**config.mk**
```make
export PLATFORM = sky130hd
export DESIGN_NAME = msb_first_bit_reader_core
export DESIGN_NICKNAME = d
export VERILOG_FILES = /design/src/rtl/mbr_pkg.sv /design/src/rtl/msb_first_bit_reader_core.sv
export VERILOG_INCLUDE_DIRS = /design/src /design/src/rtl
export SDC_FILE = /design/constraint.sdc
export NUM_CORES = 1
export LEC_CHECK = 0
export ABC_AREA = 1
export BUFFER_PORTS_ARGS = -buffer_cell sky130_fd_sc_hd__buf_2
export CAP_MARGIN = 10
export CORE_UTILIZATION = 30
export CTS_CLUSTER_SIZE = 30
export DETAILED_ROUTE_END_ITERATION = 10
export PLACE_DENSITY_LB_ADDON = 0.15
export SYNTH_ARGS = -nofsm -noshare
export SYNTH_HDL_FRONTEND = slang
export SYNTH_SLANG_ARGS = --single-unit
```
**constraint.sdc**
```tcl
create_clock -name i_clk -period 4.75 [get_ports i_clk]
set_input_delay 0.2375 -clock i_clk [delete_from_list [all_inputs] [get_ports i_clk]]
set_output_delay 0.2375 -clock i_clk [all_outputs]
set_load 0.02 [all_outputs]
```
**src/rtl/assert_macros.svh**
```systemverilog
// ----------------------------------------------------------------------------
// assert_macros
// Assertion helpers shared by the RTL.
// ----------------------------------------------------------------------------
`ifndef ASSERT_MACROS_SVH
`define ASSERT_MACROS_SVH

// Same-cycle implication, checked outside reset.
`define MBR_ASSERT_NOW(lbl, clk, rst_n, ante, cons, msg) \
    lbl: assert property (@(posedge clk) disable iff (!(rst_n)) (ante) |-> (cons)) \
        else $error(msg);

// Next-cycle implication, checked outside reset.
`define MBR_ASSERT_NEXT(lbl, clk, rst_n, ante, cons, msg) \
    lbl: assert property (@(posedge clk) disable iff (!(rst_n)) (ante) |=> (cons)) \
        else $error(msg);

`endif

```
**src/rtl/mbr_pkg.sv**
```systemverilog
// ----------------------------------------------------------------------------
// mbr_pkg
// Types and codes for the MSB-first bit reader.
// ----------------------------------------------------------------------------
package mbr_pkg;

    localparam int MAX_BITS = 64;

    typedef enum logic {
        OP_PUSH = 1'b0,
        OP_READ = 1'b1
    } t_op;

    typedef enum logic [1:0] {
        ST_OK        = 2'd0,
        ST_BAD_COUNT = 2'd1,
        ST_UNDERFLOW = 2'd2,
        ST_FULL      = 2'd3
    } t_status;

    typedef enum logic [1:0] {
        S_IDLE,
        S_FETCH,
        S_TAKE,
        S_DONE
    } t_state;

endpackage

```
**src/rtl/msb_first_bit_reader_core.sv**
```systemverilog
// ----------------------------------------------------------------------------
// msb_first_bit_reader_core
// Byte FIFO with an MSB-first bit extractor that hands out 1 to 64 bits.
// ----------------------------------------------------------------------------
// A push stores one byte and a read returns up to 64 bits, MSB first, from
// the oldest buffered byte; every item gives one result. The block takes one
// item at a time. A push or a rejected read goes straight to the done state.
// A good read passes a fetch state, then a take state for each stored byte it
// touches (1 to 9), then the done state: the byte store delivers one
// registered byte per cycle, and the extractor takes up to 8 bits of it.
// Ready returns in the cycle the result appears. The result sits in an
// output register, so the next item is accepted while it waits to be taken;
// a later item that finishes before that result is taken holds in its done
// state until it is.
`include "assert_macros.svh"

module msb_first_bit_reader_core
    import mbr_pkg::*;
#(
    parameter int STORE_DEPTH = 16
) (
    input  logic        i_clk,
    input  logic        i_rst_n,
    input  logic        i_valid,
    output logic        o_ready,
    input  logic        i_op,
    input  logic [7:0]  i_data_byte,
    input  logic [7:0]  i_nbits,
    output logic        o_valid,
    input  logic        i_ready,
    output logic [63:0] o_word,
    output logic [1:0]  o_status,
    output logic [7:0]  o_bits_left
);

    localparam int AW = $clog2(STORE_DEPTH);
    localparam int CW = $clog2(STORE_DEPTH + 1);
    localparam int BW = (CW + 3 > 8) ? CW + 3 : 8;

    logic [7:0]    r_mem [STORE_DEPTH];
    logic [7:0]    r_rd_q;

    t_state        r_state, n_state;
    logic [AW-1:0] r_head, n_head;
    logic [AW-1:0] r_tail, n_tail;
    logic [CW-1:0] r_count, n_count;
    logic [2:0]    r_bitpos, n_bitpos;
    logic [6:0]    r_remain, n_remain;
    logic [63:0]   r_word, n_word;
    t_status       r_status, n_status;
    logic          r_out_valid, n_out_valid;
    logic [63:0]   r_o_word;
    logic [1:0]    r_o_status;
    logic [7:0]    r_o_bits_left;

    logic          acc;
    logic          is_read;
    logic          bad_count;
    logic          underflow;
    logic          full;
    logic          out_free;
    logic          wr_en;
    logic [BW-1:0] buffered;
    logic [3:0]    avail;
    logic [3:0]    take;
    logic [7:0]    mask;
    logic [7:0]    chunk;
    logic          last_chunk;

    function automatic logic [AW-1:0] next_index(input logic [AW-1:0] idx);
        logic [AW-1:0] res;
        if (idx == AW'(STORE_DEPTH - 1)) begin
            res = '0;
        end else begin
            res = idx + AW'(1);
        end
        return res;
    endfunction

    // Decode and status checks
    always_comb begin
        acc       = i_valid && o_ready;
        is_read   = (t_op'(i_op) == OP_READ);
        full      = (r_count >= CW'(STORE_DEPTH));
        bad_count = (i_nbits == 8'd0) || (i_nbits > 8'(MAX_BITS));
        if (r_count == '0) begin
            buffered = '0;
        end else begin
            buffered = BW'({r_count, 3'b000}) - BW'(3'd7 - r_bitpos);
        end
        underflow = (BW'(i_nbits) > buffered);
        out_free  = !r_out_valid || i_ready;
        wr_en     = acc && !is_read && !full;
    end

    // Bit extraction from the current head byte
    always_comb begin
        avail      = {1'b0, r_bitpos} + 4'd1;
        take       = (r_remain < 7'(avail)) ? r_remain[3:0] : avail;
        mask       = 8'((9'd1 << take) - 9'd1);
        chunk      = (r_rd_q >> (avail - take)) & mask;
        last_chunk = (7'(take) == r_remain);
    end

    // Next state
    always_comb begin
        n_state = r_state;
        unique case (r_state)
            S_IDLE: begin
                if (acc) begin
                    if (is_read && !bad_count && !underflow) begin
                        n_state = S_FETCH;
                    end else begin
                        n_state = S_DONE;
                    end
                end
            end
            S_FETCH: n_state = S_TAKE;
            S_TAKE: begin
                if (last_chunk) begin
                    n_state = S_DONE;
                end
            end
            S_DONE: begin
                if (out_free) begin
                    n_state = S_IDLE;
                end
            end
            default: n_state = S_IDLE;
        endcase
    end

    // Datapath and outputs
    always_comb begin
        n_head      = r_head;
        n_tail      = r_tail;
        n_count     = r_count;
        n_bitpos    = r_bitpos;
        n_remain    = r_remain;
        n_word      = r_word;
        n_status    = r_status;
        n_out_valid = r_out_valid;
        if (r_out_valid && i_ready) begin
            n_out_valid = 1'b0;
        end
        unique case (r_state)
            S_IDLE: begin
                if (acc) begin
                    n_word   = '0;
                    n_status = ST_OK;
                    if (!is_read) begin
                        if (full) begin
                            n_status = ST_FULL;
                        end else begin
                            n_tail  = next_index(r_tail);
                            n_count = r_count + CW'(1);
                        end
                    end else if (bad_count) begin
                        n_status = ST_BAD_COUNT;
                    end else if (underflow) begin
                        n_status = ST_UNDERFLOW;
                    end else begin
                        n_remain = i_nbits[6:0];
                    end
                end
            end
            S_FETCH: begin
            end
            S_TAKE: begin
                n_word   = (r_word << take) | {56'd0, chunk};
                n_remain = r_remain - 7'(take);
                if (take == avail) begin
                    // drop the exhausted byte
                    n_bitpos = 3'd7;
                    n_head   = next_index(r_head);
                    n_count  = r_count - CW'(1);
                end else begin
                    n_bitpos = r_bitpos - take[2:0];
                end
            end
            S_DONE: begin
                if (out_free) begin
                    n_out_valid = 1'b1;
                end
            end
            default: begin
            end
        endcase
    end

    always_ff @(posedge i_clk) begin
        if (!i_rst_n) begin
            r_state     <= S_IDLE;
            r_head      <= '0;
            r_tail      <= '0;
            r_count     <= '0;
            r_bitpos    <= 3'd7;
            r_out_valid <= 1'b0;
        end else begin
            r_state     <= n_state;
            r_head      <= n_head;
            r_tail      <= n_tail;
            r_count     <= n_count;
            r_bitpos    <= n_bitpos;
            r_out_valid <= n_out_valid;
        end
    end

    always_ff @(posedge i_clk) begin
        r_remain <= n_remain;
        r_word   <= n_word;
        r_status <= n_status;
        if (r_state == S_DONE && out_free) begin
            r_o_word      <= r_word;
            r_o_status    <= r_status;
            r_o_bits_left <= buffered[7:0];
        end
    end

    // Byte store: at most one write and one read per cycle, read data registered.
    // Read at the upcoming head so the byte is ready when extraction needs it.
    always_ff @(posedge i_clk) begin
        if (wr_en) begin
            r_mem[r_tail] <= i_data_byte;
        end
        r_rd_q <= r_mem[n_head];
    end

    assign o_ready     = (r_state == S_IDLE);
    assign o_valid     = r_out_valid;
    assign o_word      = r_o_word;
    assign o_status    = r_o_status;
    assign o_bits_left = r_o_bits_left;

    `MBR_ASSERT_NOW(a_count_bound, i_clk, i_rst_n, 1'b1, r_count <= CW'(STORE_DEPTH), "byte count beyond store depth")
    `MBR_ASSERT_NOW(a_empty_msb, i_clk, i_rst_n, r_count == '0, r_bitpos == 3'd7, "empty store not aligned to MSB")
    `MBR_ASSERT_NEXT(a_drop_byte, i_clk, i_rst_n, (r_state == S_TAKE) && (take == avail), r_count == $past(r_count) - CW'(1), "exhausted byte not released")

endmodule

```
=== Yosys cells after proc, flatten, opt, wreduce, memory -nomap -nowiden ===
Memories as Yosys holds them, arrays and structs flattened. A register that Yosys moved wholly into a read port is not among the register bits.
Index checks and enable logic that the tools add are counted.

* Bitwise logic cells: 4
* Reduce and logical (&&, ||, !) cells: 24
* $add $sub $neg: 11
* Equality and inequality tests: 16
* Magnitude comparators: 4
* Multiplexer cells: 33
* Shift operators: 3

{| class="wikitable"
|+ Operators with widths
! operator !! count
|-
| 64-bit one-hot mux with 2 select lines || 1
|-
| 64-bit 2-to-1 mux || 1
|-
| 64-bit by 8-bit OR with 64-bit output || 1
|-
| 64-bit by 4-bit << shifter with 64-bit output || 1
|-
| 7-bit 2-to-1 mux || 4
|-
| 4-bit 2-to-1 mux || 5
|-
| 5-bit 2-to-1 mux || 4
|-
| 2-bit 2-to-1 mux || 8
|-
| 2-bit inequality test (second input constant) || 7
|-
| 7-bit one-hot mux with 2 select lines || 1
|-
| 5-bit one-hot mux with 2 select lines || 1
|-
| 5-bit AND reduction || 2
|-
| 4-bit by 1-bit adder with 4-bit output (second input constant) || 2
|-
| 8-bit AND || 1
|-
| 4-bit equality test (second input constant) || 2
|-
| 8-bit by 7-bit greater-than comparator with 1-bit output (second input constant) || 1
|-
| 8-bit greater-than comparator || 1
|-
| 8-bit zero test || 1
|-
| 8-bit 2-to-1 mux || 1
|-
| 2-bit one-hot mux with 4 select lines || 1
|-
| 1-bit by 4-bit << shifter with 8-bit output (first input constant) || 1
|-
| 8-bit by 4-bit right shift with 8-bit output || 1
|-
| 8-bit by 1-bit subtractor with 8-bit output (second input constant) || 1
|-
| 8-bit subtractor || 1
|-
| 26 further kinds || 45
|}

* Logic and storage cells: 108
* Input port bits: 21
* Memories: 1
* Register bits after elaboration: 166
* Memory bits (writable): 128
* Output and inout bits: 76

{| class="wikitable"
|+ Memory list
! memory !! depth !! bits a word !! read ports !! clocked after memory_dff !! write ports !! line !! text
|-
| r_mem || 16 || 8 || 1 || 1 || 1 || msb_first_bit_reader_core.sv:40 || <nowiki>logic [7:0] r_mem [STORE_DEPTH];</nowiki>
|}

=== Depth between registers and ports, before layout ===
Gate-level depths: netlist of the first run.

* Depth in word-level cells: 9
* Depth in mapped cells: 26
* Gate-level depth less buffers: 24

=== Worst setup path after synthesis of the first run ===
Ideal clock, no wire load.

* Kind: flip-flop to flip-flop
* Start: register r_state[1]
* End: register r_o_bits_left[0] (netlist: o_bits_left[0]), enable pin
* Buffers on the path: 0
* Clock period less this slack: 4666 ps
* Cell stages (with the launch flop): 4
* Setup slack: 84 ps
* Library setup time: 531 ps
* Arrival time: 4135 ps
* Data required time: 4219 ps
* Cell sequence: dfxtp_1 ha_1 inv_1 a21oi_1

* Longest elaborated chain between the ends: 2

{| class="wikitable"
|+ RTL lines
! item !! line !! text
|-
| start: declaration || msb_first_bit_reader_core.sv:43 || <nowiki>t_state r_state, n_state;</nowiki>
|-
| start signal: assignment || msb_first_bit_reader_core.sv:200 || <nowiki>r_state <= n_state;</nowiki>
|-
| 2-bit equality test || msb_first_bit_reader_core.sv:213 || <nowiki>if (r_state == S_DONE && out_free) begin</nowiki>
|-
| 1-bit logical AND || msb_first_bit_reader_core.sv:213 ||
|-
| end signal: assignment || msb_first_bit_reader_core.sv:216 || <nowiki>r_o_bits_left <= buffered[7:0];</nowiki>
|-
| end: declaration || msb_first_bit_reader_core.sv:54 || <nowiki>logic [7:0] r_o_bits_left;</nowiki>
|}

No other way between the ends.
A chain may end at the register's enable or synchronous reset.

=== Final worst setup path of the first run ===
* Start: register r_bitpos[0]
* End: register r_rd_q[7], read port of r_mem

* Longest elaborated chain between the ends: 6

{| class="wikitable"
|+ RTL lines
! item !! line !! text
|-
| start: declaration || msb_first_bit_reader_core.sv:47 || <nowiki>logic [2:0] r_bitpos, n_bitpos;</nowiki>
|-
| start signal: assignment || msb_first_bit_reader_core.sv:204 || <nowiki>r_bitpos <= n_bitpos;</nowiki>
|-
| 3-bit by 1-bit adder with 4-bit output * || msb_first_bit_reader_core.sv:98 || <nowiki>avail = {1'b0, r_bitpos} + 4'd1;</nowiki>
|-
| 7-bit by 4-bit < comparator with 1-bit output || msb_first_bit_reader_core.sv:99 || <nowiki>take = (r_remain < 7'(avail)) ? r_remain[3:0] : avail;</nowiki>
|-
| 4-bit 2-to-1 mux || msb_first_bit_reader_core.sv:99 ||
|-
| 4-bit equality test * || msb_first_bit_reader_core.sv:172 || <nowiki>if (take == avail) begin</nowiki>
|-
| 4-bit 2-to-1 mux * || msb_first_bit_reader_core.sv:172 ||
|-
| 4-bit 2-to-1 mux * || msb_first_bit_reader_core.sv:146 || <nowiki>unique case (r_state)</nowiki>
|-
| end: declaration || msb_first_bit_reader_core.sv:41 || <nowiki>logic [7:0] r_rd_q;</nowiki>
|}

Mark *: on every way between the ends. The rest lies on a longest branch, timed or not.

==> results of run 1 <==
power breakdown:
part | switching, mW | internal [mW]
logic | 5.64 | 2.58
clock network | 1.14 | 1.70
registers | 0.431 | 3.77
total | 7.21 | 8.06
critical path, stage by stage, from the launching register on:
cell and delay, ns:
sky130_fd_sc_hd__dfxtp_1 0.46, sky130_fd_sc_hd__nand3_1 0.28, sky130_fd_sc_hd__ha_1 0.26, sky130_fd_sc_hd__inv_1 0.05, sky130_fd_sc_hd__nand2_1 0.11, sky130_fd_sc_hd__nor2_8 0.21, sky130_fd_sc_hd__a21boi_0 0.23, sky130_fd_sc_hd__nand2_1 0.09
sky130_fd_sc_hd__nand2_2 0.09, sky130_fd_sc_hd__inv_4 0.03, sky130_fd_sc_hd__ha_1 0.38, sky130_fd_sc_hd__inv_1 0.23, sky130_fd_sc_hd__nand3_2 0.14, sky130_fd_sc_hd__nor2_4 0.19, sky130_fd_sc_hd__nand3_2 0.13, sky130_fd_sc_hd__xor2_4 0.56
sky130_fd_sc_hd__inv_2 0.31, sky130_fd_sc_hd__nand3_1 0.19, sky130_fd_sc_hd__nand3_1 0.15, sky130_fd_sc_hd__nand2_1 0.12
cells in the final DEF (no fill, tap or decap), types with 12 or more instances in the layout:
cell,synthesis,final
sky130_fd_sc_hd__edfxtp_1,275,275
sky130_fd_sc_hd__clkinv_1,4,13
sky130_fd_sc_hd__buf_4,5,17
sky130_fd_sc_hd__nand3_1,283,283
sky130_fd_sc_hd__nand2_2,14,15
sky130_fd_sc_hd__nand2_1,381,380
sky130_fd_sc_hd__or2_2,28,28
sky130_fd_sc_hd__buf_2,44,96
sky130_fd_sc_hd__o211ai_1,13,13
sky130_fd_sc_hd__inv_2,14,14
sky130_fd_sc_hd__dfxtp_1,27,27
sky130_fd_sc_hd__inv_1,206,206
sky130_fd_sc_hd__nor2_1,143,143
sky130_fd_sc_hd__or2_1,42,42
sky130_fd_sc_hd__a21oi_1,36,35
sky130_fd_sc_hd__clkbuf_16,0,37
sky130_fd_sc_hd__a31oi_1,12,12
sky130_fd_sc_hd__nand3b_1,32,32
sky130_fd_sc_hd__o21ai_0,53,53
sky130_fd_sc_hd__ha_1,30,29
sky130_fd_sc_hd__o21ai_1,60,60
final cells by class:
type | instances | share of cell area [%]
tap | 696 | 4.70
multi-input combinational | 1196 | 33.0
sequential | 302 | 47.5
clock inverter | 26 | 1.51
inverter | 225 | 4.57
clock buffer | 39 | 5.04
timing repair buffer | 118 | 3.67
what timing repair did:
item | in CTS | in global routing
setup endpoints to repair | 0 | 5
gates resized for setup | 0 | 1
endpoints found under the hold margin | 3 | 0
hold buffers | 2 | 0
cells by family (layout without fill, tap and decap cells):
kind of cell / Yosys count / in the layout / share of synthesized area [%]
fa+ha+maj: 31 / 31 / 2.43
compound gates: 202 / 202 / 7.12
simple gates: 948 / 948 / 26.9
mux: 1 / 1 / 0.0615
buf+inv: 315 / 408 / 8.56
flops: 302 / 302 / 54.0
xor+xnor: 14 / 14 / 0.868
metrics by stage:
stage | util (%) | hold slack (ns) | total power [mW]
final | 34.5 | 0.0403 | 15.3
after global routing | 34.5 | 0.0334 | 16.5
after CTS | 34.5 | 0.0156 | 15.4
after detailed placement | 32.2 | 0.406 | 12.5
after global placement | 32.2 | 0.404 | 12.5
after floorplan | - | 0.336 | 10.4
per-layer routing:
metal	part of all wire, %	vias up	global-route usage, %
met2	47	245	26.6
met1	47	5878	22.1
li1	-	6223	-
met5	0	-	0
met3	3.8	65	2.48
met4	2.1	0	4.80
worst paths after layout:
check | from | to | slack [ns]
worst max register to register | r_bitpos[0]$_SDFFE_PN1P_ | r_rd_q[7]$_DFF_P_ | 0.44
worst min-delay path | i_op | r_status[0]$_DFFE_PP_ | 0.04
worst min register to register | r_status[0]$_DFFE_PP_ | o_status[0]$_DFFE_PP_ | 0.42
worst max-delay path | r_bitpos[0]$_SDFFE_PN1P_ | r_rd_q[7]$_DFF_P_ | 0.44
state kept, by name, indices dropped and copies added, names as in the netlist, 2 cells and up:
signal,count
r_mem,128
r_head,4
r_remain,7
r_state,2
o_word,64
r_bitpos,3
r_count,5
r_status,2
r_rd_q,8
o_status,2
o_bits_left,8
r_tail,4
r_word,64
==> results, run 1 <==
- The area share of the largest cell type after synthesis is approximately 51%.
- The number of flip-flops and latches in the synthesized netlist is about 300.
- The launching element type of the critical path is a register.
- Clock-pin slew was measured on the worst setup and hold paths at ~0.06 ns.
- The worst path setup slack after routing is 0.436 ns.
- The setup total negative slack is 0 ns.
- Of all nets on the critical path, the largest fanout is 18.
- Counting every net in the synthesized netlist gives between 1.5k and 2k.
- The floorplan has 85 rows.
- For this run, the number of Yosys warnings is 0.
- The length of the first detailed-routing pass in iterations is 7.
- Setup repair after global routing left no endpoint under its margin.
- The post-synthesis cell area is 16300 sq um.
- The total placed cells including tap cells is 2535.
- The biggest area contributor in the post-synthesis netlist is sky130_fd_sc_hd__edfxtp_1.
- The number of stages on the worst hold path is 3.
- The post-route cell area is about 19000 sq um.
- The final layout contains routed wiring with a total length of approximately 45 mm.
- The number of DRC markers after the initial detailed-route iteration is 948.
- The category of the worst setup path capture point is a register.
- Fill cells in the final layout number approximately 5.5k.
- Dividing the detail-routed wire length by the instance count gives 17.2 um.
- The clock net sink count is roughly 300.
- Subtracting the final worst setup slack from the clock period gives approximately 4.3 ns.
- The worst hold path belongs to the class input port to register.
- Measured against its own limit, the worst slew margin works out to 30.7%.
- For the pin with the worst max-slew slack, the measured transition is around 1.0 ns.
- From left edge to right edge, the die measures around 230 um.
- The post-place setup slack is between 0.3 and 0.4 ns.
- The setup fix buffers added after clock tree synthesis is 0.
- In the post-synthesis netlist, the biggest area contributors are sky130_fd_sc_hd__edfxtp_1 (51%), sky130_fd_sc_hd__nand2_1 (8.8%), sky130_fd_sc_hd__nand3_1 (8.7%).
- The most frequent cell after synthesis is sky130_fd_sc_hd__nand2_1.
- Leaving out filler cells and counting taps, the final layout contains about 2.6k.
- Global routing consumed, over all layers together, roughly 16% of the routing resources.
- The floorplan step defined a die boundary enclosing about 55000 sq um.
- A synthesized cell averages roughly 9.0 sq um.
- In this run the standard cell core region covers 53700 sq um.
- The number of vias per cell is between 4 and 5.
- The DRC violation count after routing is 0.
- The setup clock skew after layout is approximately 0.013 ns.
- At the worst endpoint, the arrival time is approximately 4.8 ns.
- The commonest cells after synthesis are sky130_fd_sc_hd__nand2_1 (381), sky130_fd_sc_hd__nand3_1 (283), sky130_fd_sc_hd__edfxtp_1 (275), sky130_fd_sc_hd__inv_1 (206), sky130_fd_sc_hd__nor2_1 (143).
- Once the floorplan was initialized, standard cells occupied 30.3% of the core.
- Summing all placed instances gives a cell area of ~17000 sq um.
- Routability-driven placement finished with a final weighted congestion of approximately 0.86.
- The number of different library cells used by synthesis comes to 53.
- The area of combinational cells with multiple inputs is 6110 sq um.
- The hold violation total from the final report is 0.
- Derived from the worst setup path, the maximum achievable clock frequency is 232 MHz.
- The count of final setup violators is 0.
- The share of flip-flops with an asynchronous set or reset is 0%.
- The total I/O pin count is 97.
- The sequential cells in the finished layout cover a total of ~9000 sq um.
- The fraction of final layout cells sized beyond drive strength 1 is approximately an eighth.
- The via count of the first global-routing pass is approximately 12k.
- The vertical extent of the die is between 200 and 250 um.
- Counting every instance in the synthesized netlist gives 1813.
- The maximum ir drop on the vdd rail is 0.000380 V.
- The H-tree was split into 2 levels.
- The longest clock path from root to sink contains 3 buffers.
- The area growth from synthesis to layout is 13.8%.
- The net count of the finished layout is 1932.
- The flow ran to the end, and the final reports show no timing, DRC or antenna violations.
- The number of vias after detailed routing is ~12k.
- Summing the sequential cell areas from Yosys gives a little over half of the chip area.
- The startpoint-to-endpoint class of the critical path is register to register.
- The antenna diode count is 0.
- The total of buffers placed on input and output ports is between 90 and 100.
- The max-slew violation count came to 0.
- In this run the power density over the cells is 824 nW/um^2.
- Yosys mapped a number of flops with a built-in enable equal to between 200 and 300.
- In the synthesized netlist the dominant register cell turns out to be sky130_fd_sc_hd__edfxtp_1.
- The tool flagged a number of max-cap violations equal to 0.
- TritonCTS built the clock tree.
- The cell chosen for the clock root is sky130_fd_sc_hd__clkbuf_16.
- The number of nets with antenna violations after routing is 0.
- In this run, CTS created clock tree buffers numbering 37.
- The latest clock arrival within the worst-skew pair is between 0.5 and 0.6 ns.
- The first-pass GRT wire length is 70.1 mm.
- The largest net degree at the start of global routing is between 80 and 90.
- The number of cells traversed by the worst register-to-register path is 19.
- Data on the critical path is required at its endpoint by around 5.2 ns.
- The number of antenna violations at the first check in global routing was 0.
- In this run the static leakage power is ~7.6 nW.
- Detailed placement finished with a half-perimeter wire length of roughly 31 mm.
- The total congestion overflow is 0.
- Of the available clock period, the critical path in the final layout requires ~90%.
Power figures use the tool's default switching activity.
==> run 2, diff against run 1 <==
Settings changed: PLACE_DENSITY set to 0.54, PLACE_DENSITY_LB_ADDON 0.15 to not set.
==> results, run 2 (synthesized netlist as in run 1, its figures left out) <==
- The flow ran to the end, and the final reports show no timing, DRC or antenna violations.
- The setup fix buffers added after clock tree synthesis is 0.
- In the layout the commonest cells are sky130_fd_sc_hd__nand2_1 (380), sky130_fd_sc_hd__nand3_1 (283), sky130_fd_sc_hd__edfxtp_1 (275), sky130_fd_sc_hd__inv_1 (206), sky130_fd_sc_hd__nor2_1 (143).
- The DRC violation count after routing is 0.
- In this run the deepest clock path goes through 3 buffers.
- In this run, CTS created clock tree buffers numbering 37.
- The global placement routability congestion is between 0.8 and 0.9.
- The number of nets with antenna violations after routing is 0.
- For this block, the via count after detailed routing is about 13k.
- The initialized floorplan defines 85 standard-cell rows.
- The core region is ~54000 sq um.
- The first TritonRoute pass finished after 5 iterations.
- VDD sags by at most about 0.00045 V.
- The number of stages on the worst hold path is 3.
- The number of antenna violations at the first check in global routing is 0.
- The reg-to-reg critical path endpoint is r_rd_q[5]$_DFF_P_.
- The worst pin sits at a relative slew slack of about 40%.
- STA puts the critical path data required time at ~5.2 ns.
- The via count of the first global-routing pass is around 12k.
- The number of vias per cell is 4.89.
- The overall power is 15.2 mW.
- The setup clock skew after layout is roughly 0.033 ns.
- Summing all flip-flop and latch instances after layout gives slightly below 9000 sq um.
- The register bank with the most flops is r_mem.
- The number of cells traversed by the worst register-to-register path is 19.
- The total number of nets in the final design is ~1.9k.
- The final worst hold slack is between 0.03 and 0.04 ns.
- The total overflow left after global routing is 0.
- For this design the top-level I/O count stands at 97.
- Fill cells in the final layout number between 5k and 6k.
- The timing-limited maximum frequency is around 240 MHz.
- The critical hold path startpoint is i_nbits[3].
- Buffers placed on the I/O ports in this run total 96.
- Summed over all cells, the static leakage comes to between 7 and 8 nW.
- The library cell used most frequently in the layout, excluding fill and tap cells, is sky130_fd_sc_hd__nand2_1.
- Of the cells placed in the final design, the portion with a size suffix greater than 1 is 13.4%.
- The minimum period implied by the final worst setup slack is 4.23 ns.
- For this design the ratio of total power to cell area is between 800 and 900 nW/um^2.
- By startpoint and endpoint, the worst setup path is classified as register to register.
- The cell chosen for the clock root is sky130_fd_sc_hd__clkbuf_16.
- The clock transition time at the flip-flop clock pins of the worst setup and hold paths is 0.06 ns.
- The multi-input combinational cells in the finished layout cover a total of roughly 6100 sq um.
- The final layout contains routed wiring with a total length of 44.6 mm.
- STA classifies the critical path endpoint as a register.
- The number of DRC markers after the initial detailed-route iteration is roughly 1.1k.
- Setup repair after global routing left no endpoint under its margin.
- Compared with the post-synthesis result, the final layout area differs by 13.8%.
- The latest clock arrival within the worst-skew pair is 0.55 ns.
- The global-route usage over all layers is between 10% and 20%.
- The floorplan step defined a die boundary enclosing approximately 55000 sq um.
- The final critical path takes up 89.1% of the cycle.
- The number of flip-flops under the largest register name is between 100 and 150.
- For hold timing, the worst endpoint is r_remain[3]$_DFFE_PP_.
- 0 antenna diodes ended up in the layout.
- The max-slew violation count is 0.
- Once the floorplan was initialized, standard cells occupied ~30% of the core.
- The CTS tree is yes.
- The count of final setup violators is 0.
- Detailed placement ended at an HPWL of 30.3 mm.
- The vertical extent of the die is around 230 um.
- The first-pass GRT wire length is approximately 70 mm.
- The hold violation total from the final report was 0.
- The classification of the worst-slack hold path is input port to register.
- The number of standard cells in the layout, taps in and fillers out is approximately 2.6k.
- The startpoint identified for the worst register-to-register timing path is r_bitpos[0]$_SDFFE_PN1P_.
- The setup slack of the worst register-to-register path is between 0.5 and 0.6 ns.
- From left edge to right edge, the die measures 235 um.
- For the pin with the worst max-slew slack, the measured transition is ~0.89 ns.
- The total placed cells including tap cells is between 2k and 3k.
- The data arrival time of the worst path is around 4.7 ns.
- The setup total negative slack is 0 ns.
- STA classifies the critical path startpoint as a register.
- The clock net sink count is about 300.
- Entering global routing, the biggest net connects 80 pins.
- Of all nets on the critical path, the largest fanout is 18.
- In the final routed layout, each cell accounts on average for 17.1 um.
- CTS built an H-tree with a depth of 2.
- The number of violations of the max-capacitance limit is 0.
[run 2: changes by cell type in the layout (fill, tap and decap cells not counted), sizes merged]
cell,delta
clkinv,-4
clkbuf,+6
dlygate4sd3,+1
clkinvlp,-1
bufinv,-1
[run 2: layout make-up]
type | count | share of cell area (%)
sequential | 302 | 47.5
timing repair buffer | 119 | 3.77
tap | 696 | 4.70
multi-input combinational | 1196 | 33.0
clock inverter | 20 | 1.09
clock buffer | 45 | 5.39
inverter | 225 | 4.57
[run 2: per-layer routing]
layer	global-route usage [%]	vias to the layer above	routed length, um
met5	0	-	0
met4	4.65	0	1030
met3	2.58	62	2310
met2	26.0	339	20700
met1	22.1	6110	20500
li1	-	6213	-
[run 2: worst max-delay path, cell delays in order, from the launching register on]
cell and delay (ns):
sky130_fd_sc_hd__dfxtp_1 0.48, sky130_fd_sc_hd__nand3_1 0.28, sky130_fd_sc_hd__ha_1 0.26, sky130_fd_sc_hd__inv_1 0.05, sky130_fd_sc_hd__nand2_1 0.11, sky130_fd_sc_hd__nor2_8 0.21
sky130_fd_sc_hd__a21boi_0 0.20, sky130_fd_sc_hd__nand2_1 0.08, sky130_fd_sc_hd__nand2_2 0.09, sky130_fd_sc_hd__inv_4 0.03, sky130_fd_sc_hd__ha_1 0.38, sky130_fd_sc_hd__inv_1 0.23
sky130_fd_sc_hd__nand3_2 0.14, sky130_fd_sc_hd__nor2_4 0.19, sky130_fd_sc_hd__nand3_2 0.13, sky130_fd_sc_hd__xor2_4 0.53, sky130_fd_sc_hd__inv_2 0.31, sky130_fd_sc_hd__nand3_1 0.22
sky130_fd_sc_hd__nand3_1 0.14, sky130_fd_sc_hd__nand2_1 0.08
[run 2: worst max-delay path by stage]
stage	to	slack, ns	start	cells past startpoint
2_1_floorplan	o_bits_left[0]$_DFFE_PP_	0.08	r_state[1]$_SDFFE_PN0P_	3
3_3_place_gp	r_rd_q[5]$_DFF_P_	0.56	r_bitpos[0]$_SDFFE_PN1P_	19
3_5_place_dp	r_rd_q[5]$_DFF_P_	0.52	r_bitpos[0]$_SDFFE_PN1P_	19
4_1_cts	r_rd_q[5]$_DFF_P_	0.46	r_bitpos[0]$_SDFFE_PN1P_	19
5_1_grt	r_rd_q[2]$_DFF_P_	0.14	r_bitpos[0]$_SDFFE_PN1P_	21
6_report	r_rd_q[5]$_DFF_P_	0.52	r_bitpos[0]$_SDFFE_PN1P_	19
[run 2: through the flow]
step | worst slack (ns) | instance area, sq um | utilization (%)
2_1_floorplan | 0.0843 | 16300 | -
3_3_place_gp | 0.558 | 17300 | 32.2
3_5_place_dp | 0.525 | 17300 | 32.2
4_1_cts | 0.464 | 18500 | 34.5
5_1_grt | 0.137 | 18500 | 34.5
6_report | 0.517 | 18500 | 34.5
[run 2: power breakdown]
group          switching, mW  internal, mW
logic                   5.60          2.59
registers              0.422          3.77
clock network           1.12          1.71
total                   7.14          8.07
[run 2: timing repair]
action,in CTS,in global routing
hold buffers,3,0
endpoints found under the setup margin,0,0
endpoints found under the hold margin,4,0
resized for setup,0,0
